[config.mk]
export PLATFORM = sky130hd
export DESIGN_NAME = rht_queue
export DESIGN_NICKNAME = d
export VERILOG_FILES = /design/src/rht_pkg.sv /design/src/rht_queue.sv
export SDC_FILE = /design/constraint.sdc
export NUM_CORES = 1
export LEC_CHECK = 0
export BUFFER_PORTS_ARGS = -buffer_cell sky130_fd_sc_hd__buf_2
export CORE_ASPECT_RATIO = 1.5
export CORE_UTILIZATION = 52
export DETAILED_ROUTE_END_ITERATION = 7
export PLACE_DENSITY = 0.8
export SLEW_MARGIN = 5
export SYNTH_ARGS = -nofsm -noshare
export SYNTH_HDL_FRONTEND = slang
export SYNTH_SLANG_ARGS = --single-unit
[constraint.sdc]
create_clock -name i_clk -period 4.7 [get_ports i_clk]
set_input_delay 0.705 -clock i_clk [delete_from_list [all_inputs] [get_ports i_clk]]
set_output_delay 0.705 -clock i_clk [all_outputs]
set_load 0.005 [all_outputs]
[src/rht_pkg.sv]
// ============================================================================
// rht_pkg: shared types and constants for the reference-count hash table
// Item formats, status and opcode codes, table geometry and the address fold.
// ============================================================================
package rht_pkg;

    // Table geometry
    localparam int BUCKETS  = 128;
    localparam int WAYS     = 4;
    localparam int ADDR_W   = 64;
    localparam int COUNT_W  = 32;
    localparam int BUCKET_W = $clog2(BUCKETS);
    localparam int WAY_W    = (WAYS > 1) ? $clog2(WAYS) : 1;

    // Address fold shifts
    localparam int HASH_SH_LO = 2;
    localparam int HASH_SH_HI = 9;

    // Remainder unit: folded address is reduced one byte per cycle
    localparam int DIGIT_W   = 8;
    localparam int NDIGITS   = ADDR_W / DIGIT_W;
    localparam int DIGIT_CW  = $clog2(NDIGITS);

    // Request queue between front and back
    localparam int QDEPTH = 2;
    localparam int QAW    = $clog2(QDEPTH);

    localparam logic [COUNT_W-1:0] COUNT_MAX = '1;

    typedef enum logic {
        OP_ADD    = 1'b0,
        OP_REMOVE = 1'b1
    } t_opcode;

    typedef enum logic [2:0] {
        ST_INCREMENTED = 3'd0,
        ST_INSERTED    = 3'd1,
        ST_DECREMENTED = 3'd2,
        ST_FREED       = 3'd3,
        ST_NOT_FOUND   = 3'd4,
        ST_FULL_OR_SAT = 3'd5
    } t_status;

    typedef struct packed {
        t_opcode             opcode;
        logic [ADDR_W-1:0]   address;
    } t_req;

    typedef struct packed {
        t_status             status;
        logic [COUNT_W-1:0]  ref_count;
    } t_rsp;

    // Request after classification: carries its bucket
    typedef struct packed {
        t_opcode             opcode;
        logic [ADDR_W-1:0]   address;
        logic [BUCKET_W-1:0] bucket;
    } t_job;

    // Queue status seen by both sides
    typedef struct packed {
        logic full;
        logic empty;
    } t_qstat;

    typedef struct packed {
        logic                valid;
        logic [ADDR_W-1:0]   key;
        logic [COUNT_W-1:0]  count;
    } t_entry;

    typedef t_entry [WAYS-1:0] t_row;

    localparam int ROW_W = $bits(t_row);

    // (a >> 2) xor (a >> 9), before the reduction to a bucket
    function automatic logic [ADDR_W-1:0] hash_fold(input logic [ADDR_W-1:0] a);
        return (a >> HASH_SH_LO) ^ (a >> HASH_SH_HI);
    endfunction

endpackage

[src/rht_queue.sv]
// ============================================================================
// rht_queue: short request queue
// Decouples classification from table update.
// ============================================================================
module rht_queue (
    input  logic             i_clk,
    input  logic             i_rst_n,
    input  logic             i_push,
    input  rht_pkg::t_job    i_job,
    input  logic             i_pop,
    output rht_pkg::t_job    o_job,
    output rht_pkg::t_qstat  o_qstat
);
    import rht_pkg::*;

    t_job             r_mem [QDEPTH];
    logic [QAW-1:0]   r_wptr, n_wptr;
    logic [QAW-1:0]   r_rptr, n_rptr;
    logic [QAW:0]     r_count, n_count;

    assign o_job         = r_mem[r_rptr];
    assign o_qstat.full  = (r_count == (QAW + 1)'(QDEPTH));
    assign o_qstat.empty = (r_count == '0);

    // Pointer and fill update
    always_comb begin
        n_wptr  = r_wptr;
        n_rptr  = r_rptr;
        n_count = r_count;
        if (i_push) begin
            n_wptr = (r_wptr == QAW'(QDEPTH - 1)) ? '0 : r_wptr + QAW'(1);
        end
        if (i_pop) begin
            n_rptr = (r_rptr == QAW'(QDEPTH - 1)) ? '0 : r_rptr + QAW'(1);
        end
        case ({i_push, i_pop})
            2'b10:   n_count = r_count + (QAW + 1)'(1);
            2'b01:   n_count = r_count - (QAW + 1)'(1);
            default: n_count = r_count;
        endcase
    end

    always_ff @(posedge i_clk) begin
        if (!i_rst_n) begin
            r_wptr  <= '0;
            r_rptr  <= '0;
            r_count <= '0;
        end else begin
            r_wptr  <= n_wptr;
            r_rptr  <= n_rptr;
            r_count <= n_count;
        end
    end

    always_ff @(posedge i_clk) begin
        if (i_push) begin
            r_mem[r_wptr] <= i_job;
        end
    end

endmodule

==> results of run 1 <==
[where the power goes]
group | leakage (nW) | internal [mW] | switching [mW] | total (mW)
logic | 0.920 | 0.138 | 0.102 | 0.240
clock network | 0.275 | 0.826 | 0.489 | 1.32
registers | 1.39 | 1.54 | 0.0404 | 1.58
[worst max-delay path by stage]
stage          slack, ps                     to  startpoint  depth (start not counted)
3_5_place_dp        2440              o_job[21]        flop                          2
6_report            2060              o_job[28]        flop                          2
4_1_cts             1990              o_job[49]        flop                          2
5_1_grt             1930              o_job[16]        flop                          2
3_3_place_gp        2460              o_job[21]        flop                          2
2_1_floorplan        380  r_mem[0][0]$_DFFE_PP_      i_push                          2
[flip-flops by register name (all words and copies together), names as in the netlist, named ones only]
register	flops
r_count	2
r_rptr	1
r_mem	144
r_wptr	1
[final cells by class]
cell class                 instances  share of cell area
sequential                       149               0.645
antenna                            1            0.000365
timing repair buffer             151               0.111
inverter                           1            0.000547
clock inverter                    15              0.0237
multi-input combinational         88               0.136
clock buffer                      17              0.0620
tap                              117              0.0213
[layer usage]
layer,part of all wire,vias to the layer above,GRT usage,wire (microns)
met3,0.050,12,0.0612,470
met5,0.0014,-,0,13
li1,-,1296,-,-
met4,0.018,2,0.0877,167
met1,0.36,1374,0.183,3410
met2,0.57,82,0.319,5280
[through the flow]
stage | std cells | utilization | area [sq um]
final | 539 | 0.681 | 6860
after detailed placement | 506 | 0.622 | 6270
after global placement | 506 | 0.622 | 6270
after global routing | 538 | 0.681 | 6860
after floorplan | 246 | - | 5390
after CTS | 538 | 0.681 | 6860
[cells by family (layout without fill, tap and decap cells)]
kind of cell    count (synthesis)  count (layout)
compound gates                  3               3
xor+xnor                        3               3
fa+ha+maj                       1               1
buf+inv                         9             184
flops                         149             149
mux                            72              72
other cells                     0               1
simple gates                    9               9
[placed cells by master (no fill, tap or decap)]
cell,netlist,layout
a21boi_1,1,1
and2_1,4,3
and2_4,0,1
and2b_2,1,1
buf_2,8,149
buf_4,0,2
bufinv_16,0,3
clkbuf_16,0,17
clkinv_1,0,4
clkinv_2,0,2
clkinv_4,0,1
clkinvlp_4,0,4
dfxtp_1,5,4
dfxtp_4,0,1
diode_2,0,1
edfxtp_1,144,144
ha_1,1,1
inv_1,1,1
inv_6,0,1
mux2_2,72,72
nor2_1,2,1
nor2_4,0,1
nor2b_1,1,1
o21a_1,1,1
o21ai_0,1,1
or3_1,1,1
xnor2_1,2,2
xor2_1,1,1
==> results.py, run 1 <==
metrics = {
    "outcome": {
        "status": "complete, no violations",
    },
    "die": {
        "dieArea_sq_um": 10800,
        "start_util": 0.535,
        "core_sq_um": 10100,
        "num_rows": 45,
        "pin_count": 150,
        "fp.dieW_microns": 85.1,
        "die_h_microns": 127,
    },
    "power": {
        "ir_drop_uv": 287,
        "total_power_mw": 3.13,
        "total_leakage_power_nw": 2.59,
        "powerDensity_nw_per_um2": 456,
    },
    "sta": {
        "worst_pin_slew_ps": 1000,
        "setup_ws_ps": 2060,
        "fmaxAchievable_mhz": 378,
        "rsz0062_at_grt": "no",
        "hold_violations": 0,
        "fin_setup_tns_ps": 0,
        "min_period_ps": 2640,
        "slew-limit-headroom": 0.332,
        "slew_violations": 0,
        "period_share": 0.562,
        "hold_ws_ps": 488,
        "skew_ps": 6.42,
        "finalSetupViolations": 0,
    },
    "logic_synthesis": {
        "synth_most_common_cell": "edfxtp_1",
        "syn-mean-instance-area_sq_um": 21.9,
        "synth.distinct_cells": 16,
        "async_flop_share": 0,
        "ys_seq_elements": 149,
        "synth_top_area_frac": 0.802,
        "synth.area.top_cells": "edfxtp_1 (80%), mux2_2 (15%), dfxtp_1 (1.9%), buf_2 (0.74%), and2_1 (0.46%)",
        "yosysTopAreaCell": "edfxtp_1",
        "ys_seq_area_frac": 0.821,
        "synth-edff-count": 144,
        "synth_nets": 323,
        "yosysWarnings": 0,
        "synth_top_family_by_area": "multiplexers",
        "synth_ff_type": "edfxtp_1",
        "synth_xor_area_frac": 0.00487,
        "synth_fa_ha_area_frac": 0.00232,
        "synth_area_sq_um": 5390,
        "synth_cells": 246,
        "synth_commonest_cells": "edfxtp_1 (144), mux2_2 (72), buf_2 (8)",
        "synth_compound_area_frac": 0.00371,
        "muxShareOfSynthArea": 0.150,
        "synth_simple_gate_area_frac": 0.00998,
    },
    "setup_path": {
        "r2r-end": "r_mem[1][21]$_DFFE_PP_",
        "arrival_ps": 1940,
        "r2r_slack_ps": 3060,
        "critPathMaxStageDelay_ps": 960,
        "worstPathRequired_ps": 3990,
        "crit_slowest_cell": "dfxtp_4",
        "worstPathCellList": "mux2_2 > buf_2",
        "worstSetupPathType": "reg2out",
        "crit_family": "flip-flops",
        "critPathLaunchType": "flop",
        "cp-end-kind": "output port",
        "critPathBufInv": 1,
        "rr_worst_depth": 1,
        "rr_startpoint": "r_wptr$_SDFFE_PN0P_",
        "cp_max_fo": 72,
    },
    "drt": {
        "wl_per_cell_microns": 17.3,
        "first_iter_violations": 116,
        "route.vias.total": 2766,
        "drt_wl_total_mm": 9.35,
        "firstDrtPassIters": 4,
        "route.detailed.drc": 0,
        "antenna_left": 0,
        "avgViaCountPerCell": 5.13,
    },
    "global_routing": {
        "grt_first_pass_wirelength_mm": 13.9,
        "antenna_found_initial": 1,
        "grt_max_degree": 73,
        "grt-ovfl-total": 0,
        "grtUsageTotal": 0.178,
        "grt_pass1_vias": 2846,
    },
    "clock_tree": {
        "worstSkewPairLatency_ps": 400,
        "clk_path_buf_depth": 2,
        "clock_sinks": 149,
        "ctsHtreeMaxLevel": 4,
        "cts_tree": "yes",
        "numCtsBuffers": 17,
        "post_cts_resized": 0,
        "cts.clk_slew.worst_paths_ps": 60,
        "post-cts-setup-buffer-count": 0,
        "cts_hold_buf": 0,
        "root_buffer": "clkbuf_16",
    },
    "cells_and_area": {
        "regArea_sq_um": 4430,
        "fillers": 670,
        "multiInputGateArea_sq_um": 933,
        "final_nets": 485,
        "layout-drive-gt1-share": 0.606,
        "area_delta_synth_final_pct": 27.3,
    },
    "run": {
        "drv_cap": 0,
    },
    "placed_design": {
        "dp.final_hpwl_mm": 6.01,
        "gp_congestion": 0.716,
        "port_buffers": 149,
        "dp_slack_ps": 2440,
    },
    "hold_path": {
        "hp-class": "in2reg",
        "hold_depth": 1,
        "hold_end": "r_mem[0][54]$_DFFE_PP_",
        "worstHoldStart": "i_job[54]",
    },
}
(Power assumes the default switching activity.)
==> inputs of run 2 (changes only) <==
CORE_UTILIZATION = 47   (was 52)
PLACE_DENSITY = 0.76   (was 0.8)
clock period = 2.1 ns   (was 4.7 ns; I/O delays follow)
==> run 2 against run 1 <==
Combinational power rose to 2.5 times the previous value. Via count rose by 1.2%. Highest routed layer unchanged. First-iteration DRC count rose by 39%. Non-clock buffer count rose by 5. Critical endpoint is now o_job[9]. Critical path type unchanged. Critical path depth rose by 1. Largest power group unchanged.
==> results.py, run 2 (same netlist as run 1, synthesis figures left out) <==
metrics = {
    "drt": {
        "route.detailed.drc": 0,
        "first_iter_violations": 161,
        "antenna_left": 0,
        "route.vias.total": 2799,
        "firstDrtPassIters": 4,
        "avgViaCountPerCell": 4.86,
        "wl_per_cell_microns": 17.0,
        "drt_wl_total_mm": 9.81,
    },
    "clock_tree": {
        "clk_path_buf_depth": 2,
        "worstSkewPairLatency_ps": 400,
        "cts_tree": "yes",
        "ctsHtreeMaxLevel": 4,
        "clock_sinks": 149,
        "cts.clk_slew.worst_paths_ps": 60,
        "post_cts_resized": 0,
        "post-cts-setup-buffer-count": 0,
        "cts_hold_buf": 0,
        "numCtsBuffers": 17,
        "root_buffer": "clkbuf_16",
    },
    "outcome": {
        "status": "complete, no violations",
    },
    "sta": {
        "period_share": 0.925,
        "slew-limit-headroom": 0.664,
        "skew_ps": 7.94,
        "hold_violations": 0,
        "worst_pin_slew_ps": 504,
        "slew_violations": 0,
        "fmaxAchievable_mhz": 515,
        "min_period_ps": 1940,
        "fin_setup_tns_ps": 0,
        "hold_ws_ps": 99.8,
        "rsz0062_at_grt": "no",
        "finalSetupViolations": 0,
    },
    "setup_path": {
        "crit_slowest_cell": "mux2_2",
        "cp-end-kind": "output port",
        "cp_max_fo": 30,
        "crit_family": "buffers and inverters",
        "critPathLaunchType": "flop",
        "worstPathRequired_ps": 1780,
        "worstPathCellList": "buf_4 > mux2_2 > buf_2",
        "critPathBufInv": 2,
        "r2r_slack_ps": 680,
        "worstSetupPathType": "reg2out",
        "critPathMaxStageDelay_ps": 390,
        "arrival_ps": 1630,
    },
    "global_routing": {
        "busiest_layer": "met2",
        "use_met3": 0.0731,
        "grt-ovfl-total": 0,
        "grtUsageTotal": 0.175,
        "grtUsageMet1": 0.152,
        "grt_use_met2": 0.326,
        "antenna_found_initial": 3,
        "grt_pass1_vias": 3045,
        "grt_first_pass_wirelength_mm": 14.6,
        "grt_max_degree": 43,
    },
    "placed_design": {
        "dpl_cell_area_sq_um": 6370,
        "dp.final_hpwl_mm": 6.70,
        "gp_congestion": 0.727,
        "port_buffers": 149,
    },
    "die": {
        "die_h_microns": 133,
        "dieArea_sq_um": 11900,
        "core_sq_um": 11100,
        "fp.dieW_microns": 89.5,
        "pin_count": 150,
        "num_rows": 47,
        "start_util": 0.485,
    },
    "cells_and_area": {
        "largest_register_ffs": 144,
        "final_area_sq_um": 6990,
        "area_delta_synth_final_pct": 29.7,
        "final_common_cell": "buf_2",
        "final_nets": 490,
        "biggestRegsByFlops": "r_mem: 144 flops, r_count: 2 flops",
        "final_cell_mix": "buf_2 (149), edfxtp_1 (144), mux2_2 (72), clkbuf_16 (17)",
        "top_register": "r_mem",
        "layout-drive-gt1-share": 0.615,
    },
    "power": {
        "ir_drop_uv": 854,
        "total_leakage_power_nw": 2.63,
        "total_power_mw": 7.15,
        "powerDensity_nw_per_um2": 1020,
    },
    "run": {
        "drv_cap": 0,
    },
    "hold_path": {
        "hp-class": "in2reg",
    },
}
[run 2: changes by cell type in the layout (fill, tap and decap cells not counted), sizes merged]
| cell | change |
|---|---|
| diode | +2 |
| buf | +5 |
| clkinv | -4 |
| bufinv | +1 |
| clkbuf | +2 |
| clkinvlp | +1 |
[run 2: path summary, 6_finish.rpt]
| path | startpoint | endpoint | depth (start not counted) |
|---|---|---|---|
| worst max-delay path | flop | o_job[9] | 3 |
| worst min register to register | r_count[1]$_SDFFE_PN0P_ | r_count[1]$_SDFFE_PN0P_ | 2 |
| worst min-delay path | i_job[50] | r_mem[1][50]$_DFFE_PP_ | 1 |
| worst max register to register | r_wptr$_SDFFE_PN0P_ | r_mem[1][70]$_DFFE_PP_ | 2 |
[run 2: layout make-up]
cell class,count,area (sq um)
clock inverter,13,181
clock buffer,19,433
sequential,149,4430
fill,821,4120
multi-input combinational,88,933
antenna,3,7.51
timing repair buffer,156,823
tap,147,184
inverter,1,3.75
[run 2: through the flow]
step	util	worst slack [ps]	instances
final	0.629	158	576
after global routing	0.629	69.6	573
after CTS	0.629	120	573
after detailed placement	0.573	552	541
after global placement	0.573	565	541
after floorplan	-	243	246
[run 2: power breakdown]
group | internal (mW) | leakage (nW) | switching [mW]
registers | 3.44 | 1.39 | 0.0444
clock network | 1.98 | 0.285 | 1.08
logic | 0.323 | 0.952 | 0.283
total | 5.74 | 2.63 | 1.41
[run 2: layer usage]
| metal | vias up | wire, microns |
|---|---|---|
| met1 | 1371 | 3190 |
| met4 | 2 | 268 |
| met5 | - | 10 |
| met2 | 91 | 5770 |
| li1 | 1315 | - |
| met3 | 20 | 570 |
[run 2: worst reg2reg max path, cell delays in order (launching register included)]
cell,delay [ps]
dfxtp_1,390
and2_4,430
buf_4,300
